==> config.mk <==
export PLATFORM = sky130hd
export DESIGN_NAME = free_chunk_quarantine_ring_core
export DESIGN_NICKNAME = d
export VERILOG_FILES = /design/src/fcq_pkg.sv /design/src/fcq_cell.sv /design/src/free_chunk_quarantine_ring_core.sv
export SDC_FILE = /design/constraint.sdc
export NUM_CORES = 2
export LEC_CHECK = 0
export BUFFER_PORTS_ARGS = -buffer_cell sky130_fd_sc_hd__buf_2
export CAP_MARGIN = 20
export CORE_ASPECT_RATIO = 1.4
export CORE_UTILIZATION = 45
export CTS_CLUSTER_SIZE = 14
export DETAILED_ROUTE_END_ITERATION = 8
export HOLD_SLACK_MARGIN = 0.08
export PLACE_DENSITY = 0.69
export SLEW_MARGIN = 20
export SYNTH_ARGS = -nofsm -noshare
export SYNTH_HDL_FRONTEND = slang
export SYNTH_SLANG_ARGS = --single-unit
==> constraint.sdc <==
create_clock -name clock -period 11.9 [get_ports clock]
set_input_delay 0.595 -clock clock [delete_from_list [all_inputs] [get_ports clock]]
set_output_delay 0.595 -clock clock [all_outputs]
set_load 0.02 [all_outputs]
==> src/fcq_pkg.sv <==
// Shared types and codes for the free-chunk quarantine ring.
// Used by fcq_cell and the top level free_chunk_quarantine_ring_core.
package fcq_pkg;

   localparam int DATA_W = 32;

   // Request action codes.
   localparam logic [1:0] ACT_ADD      = 2'd0;
   localparam logic [1:0] ACT_CONTAINS = 2'd1;
   localparam logic [1:0] ACT_FLUSH    = 2'd2;

   // Result kind codes.
   localparam logic [1:0] KIND_RELEASE  = 2'd0;
   localparam logic [1:0] KIND_ADD      = 2'd1;
   localparam logic [1:0] KIND_CONTAINS = 2'd2;
   localparam logic [1:0] KIND_FLUSH    = 2'd3;

   // Configuration register indexes.
   localparam logic CSR_MAX_CHUNK = 1'b0;
   localparam logic CSR_BUDGET    = 1'b1;

   localparam logic [DATA_W-1:0] MAX_CHUNK_RESET = 32'd1024;
   localparam logic [DATA_W-1:0] BUDGET_RESET    = 32'd4096;

   typedef enum logic [4:0] {
      ST_IDLE  = 5'b00001,
      ST_ADD   = 5'b00010,
      ST_SCAN  = 5'b00100,
      ST_HIT   = 5'b01000,
      ST_FLUSH = 5'b10000
   } state_type;

   // Per-cell control from the sequencer.
   typedef struct packed {
      logic shift;   // take the entry of the next younger cell
      logic load;    // take the chunk being enqueued
      logic valid;   // this cell holds a live entry
   } cell_ctrl_type;

endpackage

==> src/fcq_cell.sv <==
// One slot of the quarantine chain: holds an address and a size, shifts
// towards the head on release and compares its address on a lookup.
// Depends on fcq_pkg.
module fcq_cell
   import fcq_pkg::*;
(
   input  logic              clock,
   input  cell_ctrl_type     ctrl,
   input  logic [DATA_W-1:0] next_addr,
   input  logic [DATA_W-1:0] next_size,
   input  logic [DATA_W-1:0] new_addr,
   input  logic [DATA_W-1:0] new_size,
   input  logic [DATA_W-1:0] query_addr,
   output logic [DATA_W-1:0] addr_out,
   output logic [DATA_W-1:0] size_out,
   output logic              match_out
);

   logic [DATA_W-1:0] addr_ff;
   logic [DATA_W-1:0] size_ff;
   logic              match_ff;

   always_ff @(posedge clock) begin
      if (ctrl.load) begin
         addr_ff <= new_addr;
         size_ff <= new_size;
      end else if (ctrl.shift) begin
         addr_ff <= next_addr;
         size_ff <= next_size;
      end
      match_ff <= ctrl.valid && (addr_ff == query_addr);
   end

   assign addr_out  = addr_ff;
   assign size_out  = size_ff;
   assign match_out = match_ff;

endmodule

==> src/free_chunk_quarantine_ring_core.sv <==
// Top level of the free-chunk quarantine ring: sequencer, byte accounting
// and the chain of fcq_cell slots. Depends on fcq_pkg and fcq_cell.
//
// Usage. A request beat is taken at a rising edge with start high and busy
// low; busy stays high until the last result of that request is on the rsp_
// ports, so the next request may be taken at the edge that accepts it.
// Results leave one per cycle on the rsp_ ports, each marked by rsp_valid
// for a single cycle, with rsp_last on the final beat of a request. The
// receiver cannot hold results off, so nothing here waits on it.
// The first result of an add or a flush is formed in ST_ADD or ST_FLUSH and
// registered on the rsp_ ports; a contains query passes ST_SCAN, the match
// register of every slot and ST_HIT first. An add gives one beat per evicted
// entry, then the answer; a contains query compares in every slot, then
// combines the hits; a flush gives one beat per held entry, then the total.
// The length of an add or a flush is set by the head of the chain, which
// releases one entry a cycle. Action code 3 is taken and ignored without any
// result. Configuration writes on csr_ apply at once and are to be made while
// idle; the user is bound to this, as the block itself leaves it unchecked.
// Reset empties the ring and restores the register defaults; no clearing
// pass is needed since only occupied slots are ever read.
module free_chunk_quarantine_ring_core
   import fcq_pkg::*;
#(
   parameter int SLOTS = 16
)
(
   input  logic              clock,
   input  logic              reset,
   input  logic              start,
   output logic              busy,
   input  logic [1:0]        req_action,
   input  logic [DATA_W-1:0] req_chunk_addr,
   input  logic [DATA_W-1:0] req_chunk_size,
   output logic              rsp_valid,
   output logic [1:0]        rsp_kind,
   output logic [DATA_W-1:0] rsp_out_addr,
   output logic [DATA_W-1:0] rsp_out_size,
   output logic              rsp_answer,
   output logic [DATA_W-1:0] rsp_released_bytes,
   output logic              rsp_last,
   input  logic              csr_we,
   input  logic              csr_index,
   input  logic [DATA_W-1:0] csr_wdata
);

   localparam int CNT_W = $clog2(SLOTS + 1);

   state_type         state_ff, state_in;
   logic [DATA_W-1:0] addr_ff, size_ff;
   logic [CNT_W-1:0]  count_ff, count_in;
   logic [DATA_W-1:0] held_ff, held_in;
   logic [DATA_W-1:0] total_ff;
   logic [DATA_W-1:0] max_ff, budget_ff;

   logic              rsp_valid_ff, rsp_valid_in;
   logic [1:0]        rsp_kind_ff, rsp_kind_in;
   logic [DATA_W-1:0] rsp_addr_ff, rsp_addr_in;
   logic [DATA_W-1:0] rsp_size_ff, rsp_size_in;
   logic              rsp_answer_ff, rsp_answer_in;
   logic [DATA_W-1:0] rsp_bytes_ff, rsp_bytes_in;
   logic              rsp_last_ff, rsp_last_in;

   logic              accept;
   logic              shift, load;
   logic              too_big, full, over_budget;
   logic [DATA_W:0]   sum_wide;

   logic [DATA_W-1:0] cell_addr  [SLOTS];
   logic [DATA_W-1:0] cell_size  [SLOTS];
   logic [SLOTS-1:0]  cell_match;

   assign busy   = (state_ff != ST_IDLE);
   assign accept = start && !busy;

   assign too_big     = size_ff > max_ff;
   assign full        = count_ff >= CNT_W'(SLOTS);
   assign sum_wide    = {1'b0, held_ff} + {1'b0, size_ff};
   assign over_budget = sum_wide > {1'b0, budget_ff};

   always_comb begin
      state_in      = state_ff;
      count_in      = count_ff;
      held_in       = held_ff;
      shift         = 1'b0;
      load          = 1'b0;
      rsp_valid_in  = 1'b0;
      rsp_kind_in   = KIND_RELEASE;
      rsp_addr_in   = '0;
      rsp_size_in   = '0;
      rsp_answer_in = 1'b0;
      rsp_bytes_in  = '0;
      rsp_last_in   = 1'b0;
      case (state_ff)
         ST_IDLE: begin
            if (accept) begin
               case (req_action)
                  ACT_ADD:      state_in = ST_ADD;
                  ACT_CONTAINS: state_in = ST_SCAN;
                  ACT_FLUSH:    state_in = ST_FLUSH;
                  default:      state_in = ST_IDLE;
               endcase
            end
         end
         ST_ADD: begin
            rsp_valid_in = 1'b1;
            if (too_big) begin
               rsp_kind_in = KIND_ADD;
               rsp_last_in = 1'b1;
               state_in    = ST_IDLE;
            end else if (full || over_budget) begin
               if (count_ff == '0) begin
                  // The chunk alone exceeds the budget: refused.
                  rsp_kind_in = KIND_ADD;
                  rsp_last_in = 1'b1;
                  state_in    = ST_IDLE;
               end else begin
                  rsp_addr_in = cell_addr[0];
                  rsp_size_in = cell_size[0];
                  shift       = 1'b1;
                  count_in    = count_ff - 1'b1;
                  held_in     = held_ff - cell_size[0];
               end
            end else begin
               load          = 1'b1;
               count_in      = count_ff + 1'b1;
               held_in       = sum_wide[DATA_W-1:0];
               rsp_kind_in   = KIND_ADD;
               rsp_answer_in = 1'b1;
               rsp_last_in   = 1'b1;
               state_in      = ST_IDLE;
            end
         end
         ST_SCAN: begin
            state_in = ST_HIT;
         end
         ST_HIT: begin
            rsp_valid_in  = 1'b1;
            rsp_kind_in   = KIND_CONTAINS;
            rsp_answer_in = |cell_match;
            rsp_last_in   = 1'b1;
            state_in      = ST_IDLE;
         end
         ST_FLUSH: begin
            rsp_valid_in = 1'b1;
            if (count_ff != '0) begin
               rsp_addr_in = cell_addr[0];
               rsp_size_in = cell_size[0];
               shift       = 1'b1;
               count_in    = count_ff - 1'b1;
               held_in     = held_ff - cell_size[0];
            end else begin
               rsp_kind_in  = KIND_FLUSH;
               rsp_bytes_in = total_ff;
               rsp_last_in  = 1'b1;
               state_in     = ST_IDLE;
            end
         end
         default: begin
            state_in = ST_IDLE;
         end
      endcase
   end

   always_ff @(posedge clock) begin
      if (reset) begin
         state_ff     <= ST_IDLE;
         count_ff     <= '0;
         held_ff      <= '0;
         rsp_valid_ff <= 1'b0;
         max_ff       <= MAX_CHUNK_RESET;
         budget_ff    <= BUDGET_RESET;
      end else begin
         state_ff     <= state_in;
         count_ff     <= count_in;
         held_ff      <= held_in;
         rsp_valid_ff <= rsp_valid_in;
         if (csr_we) begin
            case (csr_index)
               CSR_MAX_CHUNK: max_ff    <= csr_wdata;
               CSR_BUDGET:    budget_ff <= csr_wdata;
               default:       max_ff    <= max_ff;
            endcase
         end
      end
   end

   always_ff @(posedge clock) begin
      if (accept) begin
         addr_ff  <= req_chunk_addr;
         size_ff  <= req_chunk_size;
         total_ff <= held_ff;
      end
      rsp_kind_ff   <= rsp_kind_in;
      rsp_addr_ff   <= rsp_addr_in;
      rsp_size_ff   <= rsp_size_in;
      rsp_answer_ff <= rsp_answer_in;
      rsp_bytes_ff  <= rsp_bytes_in;
      rsp_last_ff   <= rsp_last_in;
   end

   // Slot 0 is always the oldest entry; a release moves every slot one place
   // towards the head and an enqueue writes the first free slot.
   for (genvar i = 0; i < SLOTS; i++) begin : g_cell
      cell_ctrl_type     ctrl;
      logic [DATA_W-1:0] next_addr, next_size;

      assign ctrl = '{shift: shift,
                      load:  load && (count_ff == CNT_W'(i)),
                      valid: CNT_W'(i) < count_ff};

      if (i == SLOTS - 1) begin : g_tail
         assign next_addr = addr_ff;
         assign next_size = size_ff;
      end else begin : g_link
         assign next_addr = cell_addr[i+1];
         assign next_size = cell_size[i+1];
      end

      fcq_cell u_cell (
         .clock      (clock),
         .ctrl       (ctrl),
         .next_addr  (next_addr),
         .next_size  (next_size),
         .new_addr   (addr_ff),
         .new_size   (size_ff),
         .query_addr (addr_ff),
         .addr_out   (cell_addr[i]),
         .size_out   (cell_size[i]),
         .match_out  (cell_match[i])
      );
   end

   assign rsp_valid          = rsp_valid_ff;
   assign rsp_kind           = rsp_kind_ff;
   assign rsp_out_addr       = rsp_addr_ff;
   assign rsp_out_size       = rsp_size_ff;
   assign rsp_answer         = rsp_answer_ff;
   assign rsp_released_bytes = rsp_bytes_ff;
   assign rsp_last           = rsp_last_ff;

`ifndef NO_ASSERTIONS
   a_count_bound: assert property (@(posedge clock) disable iff (reset)
      count_ff <= CNT_W'(SLOTS))
      else $error("entry count exceeds the number of slots");

   a_empty_no_bytes: assert property (@(posedge clock) disable iff (reset)
      (count_ff == '0) |-> (held_ff == '0))
      else $error("bytes held with an empty ring");

   a_release_not_last: assert property (@(posedge clock) disable iff (reset)
      (rsp_valid && rsp_kind == KIND_RELEASE) |-> !rsp_last)
      else $error("released chunk beat marked as last");

   a_last_frees: assert property (@(posedge clock) disable iff (reset)
      (rsp_valid && rsp_last) |-> !busy)
      else $error("still busy when the last beat is out");

   a_shift_load: assert property (@(posedge clock) disable iff (reset)
      !(shift && load))
      else $error("enqueue and release in the same cycle");
`endif

endmodule

# After elaboration in Yosys (flattened, before gate mapping)
# Index checks and enable logic that the tools add are counted.
[word_totals]
romBits = 0
in_bits = 103
n_memories = 0
reg_bits = 1343
output_inout_bits = 102
ramBits = 0
latchBits = 0
[op_classes]
n_shift = 0
mux = 111
div_mod_pow = 0
addsub = 4
magnitude_cmp = 19
multipliers = 0
bitwise_logic = 2
n_eq_ne = 45
reduce_logical = 62
[op_table]
columns = ["cell", "count"]
rows = [
  ["32-bit 2-to-1 mux", 76],
  ["32-bit equality test", 16],
  ["32-bit one-hot mux with 2 select lines", 3],
  ["5-bit by 4-bit equality test with 1-bit output (second input constant)", 9],
  ["5-bit 2-to-1 mux", 9],
  ["4-bit by 5-bit < comparator with 1-bit output (first input constant)", 8],
  ["2-bit nonzero test", 17],
  ["32-bit by 32-bit adder with 33-bit output", 1],
  ["33-bit by 32-bit greater-than comparator with 1-bit output", 1],
  ["1-bit logical AND", 33],
  ["32-bit greater-than comparator", 1],
  ["32-bit subtractor", 1],
  ["5-bit by 3-bit equality test with 1-bit output (second input constant)", 5],
  ["3-bit by 5-bit < comparator with 1-bit output (first input constant)", 4],
  ["5-bit one-hot mux with 4 select lines", 1],
  ["16-bit OR reduction", 1],
  ["5-bit by 2-bit equality test with 1-bit output (second input constant)", 3],
  ["5-bit one-hot mux with 3 select lines", 1],
  ["1-bit 2-to-1 mux", 13],
  ["5-bit by 1-bit equality test with 1-bit output (second input constant)", 2],
  ["1-bit by 5-bit < comparator with 1-bit output (first input constant)", 2],
  ["2-bit by 5-bit < comparator with 1-bit output (first input constant)", 2],
  ["5-bit one-hot mux with 2 select lines", 1],
  ["2-bit != test (second input constant)", 4],
  ["other kinds (24)", 29],
]

# Longest topological paths before layout
[depth]
ltp_word = 8
mapped_depth = 23
mapped_depth_nobuf = 21

# By module
# Synthesis repeated with hierarchy kept, for this count alone.
[unflattened]
hier_cells = 4481
area_unflattened_um2 = 63975.1
[modules_own_cells]
columns = ["module", "n_inst", "seq_area_each_um2", "cells_per_inst", "area_per_inst_um2"]
rows = [
  ["fcq_cell", 16, 1941.9, 181, 3071.7],
  ["free_chunk_quarantine_ring_core", 1, 7026.7, 1585, 14828.0],
]

# Worst setup path after synthesis
# OpenSTA, ideal clock, no wires.
[synth_timing]
path_type = "register to register"
start = "register size_ff[4] (netlist: g_cell[15].next_size[4])"
end = "register g_cell[13].u_cell.addr_ff[0], enable pin"
t_required_ps = 11326
arrival_ps = 9180
stages_incl_launch_ff = 18
setup_ps = 574
slack_ps = 2145
cell_sequence = "edfxtp_1 > ha_1 > a2111oi_4 > o21ai_0 > a2111oi_0 > o21a_1 > nor3_1 > a2111oi_0 > xnor2_1 > ha_1 > and3_1 > nand4_1 > nor3_1 > and3b_1 > o21a_1 > nor4b_4 > nand3_4 > o21ai_0"
[synth_between]
elab_chain_len = 8
[synth_rtl]
columns = ["element", "line", "text"]
rows = [
  ["from (decl)", "free_chunk_quarantine_ring_core.sv:49", "logic [DATA_W-1:0] addr_ff, size_ff;"],
  ["from (signal assigned)", "free_chunk_quarantine_ring_core.sv:190", "size_ff <= req_chunk_size;"],
  ["32-bit by 32-bit adder with 33-bit output", "free_chunk_quarantine_ring_core.sv:77", "assign sum_wide = {1'b0, held_ff} + {1'b0, size_ff};"],
  ["33-bit by 32-bit greater-than comparator with 1-bit output", "free_chunk_quarantine_ring_core.sv:78", "assign over_budget = sum_wide > {1'b0, budget_ff};"],
  ["1-bit logical OR", "free_chunk_quarantine_ring_core.sv:110", "end else if (full || over_budget) begin"],
  ["1-bit 2-to-1 mux", "free_chunk_quarantine_ring_core.sv:110", ""],
  ["1-bit 2-to-1 mux", "free_chunk_quarantine_ring_core.sv:106", "if (too_big) begin"],
  ["1-bit 2-to-1 mux", "free_chunk_quarantine_ring_core.sv:93", "case (state_ff)"],
  ["1-bit logical AND", "free_chunk_quarantine_ring_core.sv:208", "load: load && (count_ff == CNT_W'(i)),"],
  ["2-bit nonzero test (no line) (*)", "--", ""],
  ["to (signal assigned)", "fcq_cell.sv:25", "addr_ff <= new_addr;"],
  ["to (signal assigned)", "fcq_cell.sv:28", "addr_ff <= next_addr;"],
  ["to (decl)", "fcq_cell.sv:19", "logic [DATA_W-1:0] addr_ff;"],
]
# Mark *: on every way between the ends. The rest lies on a longest branch, timed or not.
# A chain may end at the register's enable or synchronous reset.

# Final worst setup path
[layout_timing]
start = "register size_ff[4] (netlist: g_cell[15].next_size[4])"
end = "register g_cell[13].u_cell.size_ff[6], enable pin"
[layout_between]
elab_chain_len = 8
[layout_rtl]
columns = ["element", "line", "text"]
rows = [
  ["32-bit by 32-bit adder with 33-bit output", "free_chunk_quarantine_ring_core.sv:77", ""],
  ["33-bit by 32-bit greater-than comparator with 1-bit output", "free_chunk_quarantine_ring_core.sv:78", ""],
  ["1-bit logical OR", "free_chunk_quarantine_ring_core.sv:110", ""],
  ["1-bit 2-to-1 mux", "free_chunk_quarantine_ring_core.sv:110", ""],
  ["1-bit 2-to-1 mux", "free_chunk_quarantine_ring_core.sv:106", ""],
  ["1-bit 2-to-1 mux", "free_chunk_quarantine_ring_core.sv:93", ""],
  ["1-bit logical AND", "free_chunk_quarantine_ring_core.sv:208", ""],
  ["2-bit nonzero test (no line) (*)", "--", ""],
  ["to (signal assigned)", "fcq_cell.sv:26", "size_ff <= new_size;"],
  ["to (signal assigned)", "fcq_cell.sv:29", "size_ff <= next_size;"],
  ["to (decl)", "fcq_cell.sv:20", "logic [DATA_W-1:0] size_ff;"],
]
# Marked as above.

==> key figures <==
Cells and area
  • Sequential cell area: 38100 um2
  • NumNets Final: 5033
  • Layout area overhead: 12.7%
  • Area occupied by multi-input gates: 24300 um2
  • Most common cell after layout, fill and taps aside: edfxtp_1
  • Most frequent cells in the layout: 1120 x edfxtp_1, 912 x mux2_2, 334 x xor2_1
  • Final Core Density: 0.511
  • Fillers: 11834
  • Layout cells sized above 1: 0.305

Pwr
  • Comb pwr share: 0.056
  • P_int: 0.00768 W
  • Pwr dens: 138 nW/um2
  • Switching Fraction: 0.226
  • Sw power: 0.00224 W
  • Clk pwr share: 0.427
  • Peak supply drop: 0.000117 V
  • Sequential Power Share: 0.517
  • Static leakage: 25.4 nW

Placed design
  • Port buffer count: 204
  • GP Congestion: 0.958
  • Pre-CTS setup slack: 3.65 ns
  • Hpwl dp: 112000 um

Clock tree
  • Root Driver: clkbuf_16
  • CTS tree: built
  • # clock sinks: 1343
  • Max H-tree Level: 4
  • Total CTS buffers: 138
  • Clock buffer depth: 3
  • Post-CTS setup buffers: 0
  • Clk_lat worst skew: 0.78 ns
  • CTS clock-pin slew for the worst setup and hold paths: 0.06 ns

Floorplanning
  • Core area: 141000 um2
  • Site Rows: 163
  • Height of the die: 448 um
  • Io pins: 205
  • Die Span X: 321 um
  • Starting Density: 0.453
  • Die ar.: 144000 um2

Routing
  • Metal-1 WL: 61900 um
  • Routed wire per std cell: 23.0 um
  • Initial DRC count: 2541
  • ANT nets after route: 0
  • DR vias: 37169
  • Met2 WL: 80100 um
  • DR vias/cell: 5.46
  • Drt drc: 0
  • Met3 WL: 6780 um
  • Final WL: 156000 um
  • Pre-antenna DRT Iters: 5
  • Max layer used: met5

Timing
  • Fin. max-slew vios: 0
  • Relative slew margins: 0.136
  • Fin crit period: 8.42 ns
  • Final setup margin: 3.48 ns
  • Worst Tran Pin Value: 1.28 ns
  • Finish-stage setup viols: 0
  • Period utilization: 0.707
  • Final hold violation count: 0
  • Fin Setup TNS: 0 ns
  • Worst hold slack: 0.138 ns
  • F_max: 0.119 GHz
  • Final clock skew: 0.0373 ns
  • RSZ-0062 raised after global routing: no

Critical path
  • Crit. End Element: flop
  • Worst R2R Path Depth: 22
  • CP peak stage delay: 0.83 ns
  • Slowest CP cell: or2_2
  • R2r endpoint: g_cell[13].u_cell.size_out[6]
  • Req. time, crit path: 12.29 ns
  • Critical path buffers and inverters: 4
  • Crit start category: flop
  • Crit path max fanout: 51
  • FF-to-FF setup slack: 3.48 ns
  • Top delay family on crit path: compound AO/OA/AOI/OAI gates
  • Critical Path AT: 8.81 ns
  • Cell chain of the critical path: ha_1 > a2111oi_4 > o21ai_0 > a2111oi_0 > buf_4 > o21ai_0 > a21oi_1 > nand2_1 > xor2_1 > ha_1 > nand2_1 > o21ai_0 > a2111oi_0 > o21ai_0 > o21a_1 > nor4b_4 > buf_4 > or2_2 > nand2_2 > buf_4 > o21ai_4 > buf_4
  • Kind of critical path: reg2reg
  • Critical R2R Launch: g_cell[15].next_size[4]

Yosys
  • Syn Inst Count: 4614
  • Synth Flop Type: edfxtp_1
  • Synth Area per Inst: 13.9 um2
  • Sequential area share after synthesis: 0.595
  • Number of synthesized register bits: 1343
  • Synth cell types: 73
  • Syn_nets: 4851
  • Fraction of registers with async set or reset after synthesis: 0
  • Yosys warning count: 0
  • Mapped cell area: 64000 um2
  • EDFF count, synth: 1120

Global route
  • GRT Resource Usage Total: 0.217
  • Largest net degree at the start of global routing: 66
  • Vias in the first global route: 38193
  • GRT Residual Overflow: 0
  • Global-route wire length before repair: 235000 um
  • Initial antenna violation count: 4

Worst hold path
  • Hold Crit Class: in2reg
  • Hold path startpoint: req_chunk_size[26]
  • Worst hold path depth: 1
  • Worst Hold Path EP: g_cell[15].next_size[26]

Outcome
  • Status: completed

Job
  • Max Cap Viol: 0
## Yosys cell counts (22+ instances only)
cell type,count,area (um2)
o21ai_0,62,310
and3_1,48,300
xor2_1,334,2930
nand2_1,231,867
dfxtp_1,223,4460
xnor2_1,224,1960
nor4_1,97,607
mux2_2,912,10300
edfxtp_1,1120,33600
nand4_1,73,457
a21oi_1,153,766
nand3_1,35,175
buf_2,74,370
and2_1,43,269
a21o_1,22,165
mux2_4,49,736
nor2_1,120,450
clkbuf_1,214,803
buf_1,35,131
nor3_1,40,200
ha_1,132,1650
inv_1,131,492
## layout make-up
| cell class | instances | area share |
|---|---|---|
| Tap cell | 1897 | 0.0329 |
| Sequential cell | 1343 | 0.528 |
| Inverter | 131 | 0.00685 |
| Clock buffer | 193 | 0.0543 |
| Multi-Input combinational cell | 2811 | 0.336 |
| Timing Repair Buffer | 371 | 0.0351 |
| Antenna cell | 1 | 0.0000347 |
| Clock inverter | 55 | 0.00650 |
## power groups by stage
stage          Combinational (W)  Sequential [W]  Clock, W
4_1_cts                 0.000554         0.00513   0.00432
5_1_grt                 0.000597         0.00514   0.00448
2_1_floorplan           0.000345         0.00520         0
3_5_place_dp            0.000527         0.00523         0
3_3_place_gp            0.000521         0.00523         0
6_report                0.000552         0.00513   0.00424
## how the worst max path moves through the flow
stage                             from                             to  slack (ns)  depth (start not counted)
3_3_place_gp   g_cell[15].next_size[4]  g_cell[13].u_cell.size_out[6]        3.69                         22
2_1_floorplan  g_cell[15].next_size[4]  g_cell[13].u_cell.addr_out[0]        2.15                         17
6_report       g_cell[15].next_size[4]  g_cell[13].u_cell.size_out[6]        3.48                         22
4_1_cts        g_cell[15].next_size[4]  g_cell[13].u_cell.size_out[1]        3.61                         22
3_5_place_dp   g_cell[15].next_size[4]  g_cell[13].u_cell.size_out[5]        3.65                         22
5_1_grt        g_cell[15].next_size[4]  g_cell[13].u_cell.size_out[3]        3.12                         22
## worst reg2reg max path, cell delays in order (launching register included)
cell and delay (ns):
edfxtp_1 0.76, ha_1 0.44, a2111oi_4 0.40, o21ai_0 0.28
a2111oi_0 0.69, buf_4 0.26, o21ai_0 0.14, a21oi_1 0.36
nand2_1 0.12, xor2_1 0.17, ha_1 0.30, nand2_1 0.06
o21ai_0 0.14, a2111oi_0 0.37, o21ai_0 0.20, o21a_1 0.32
nor4b_4 0.29, buf_4 0.26, or2_2 0.83, nand2_2 0.06
buf_4 0.41, o21ai_4 0.55, buf_4 0.58
## layer usage
layer  vias up  GRT usage
met2      1034      0.390
li1      17355          -
met5         -          0
met3       319     0.0291
met1     18459      0.254
met4         2      0.108
## sequential cells by signal (all words and copies together) (netlist names)
signal and cells:
addr_ff 32, budget_ff 32, count_ff 5, g_cell.next_size 32
g_cell.u_cell.addr_out 512, g_cell.u_cell.match_out 16, g_cell.u_cell.size_out 512, held_ff 32
max_ff 32, rsp_answer 1, rsp_kind 2, rsp_last 1
rsp_out_addr 32, rsp_out_size 32, rsp_released_bytes 32, rsp_valid 1
state_ff 5, total_ff 32
## through the flow
stage / cells / power, W / area [um2]
2_1_floorplan: 4614 / 0.00555 / 64000
4_1_cts: 6801 / 0.0100 / 72100
5_1_grt: 6801 / 0.0102 / 72100
3_5_place_dp: 6458 / 0.00576 / 66800
3_3_place_gp: 6457 / 0.00575 / 66800
6_report: 6802 / 0.00993 / 72100
## kinds of logic (layout without fill, tap and decap cells)
kind of cell               Yosys count  count (layout)  synth area share
other                                0               1                 0
AOI/OAI and AO/OA                  389             389            0.0393
DFF                               1343            1343             0.595
and+or+nand+nor                    766             766            0.0610
muxes                              964             964             0.172
xor gates and xnor gates           558             558            0.0764
adders and majority gates          134             134            0.0264
buffers and inverters              460             750            0.0291
## repair_timing
item                      CTS  global route
hold endpoints to repair  127             0
hold buffers               95             0
resized for setup           0             0
Note: power is estimated with default switching activity, not from simulation.
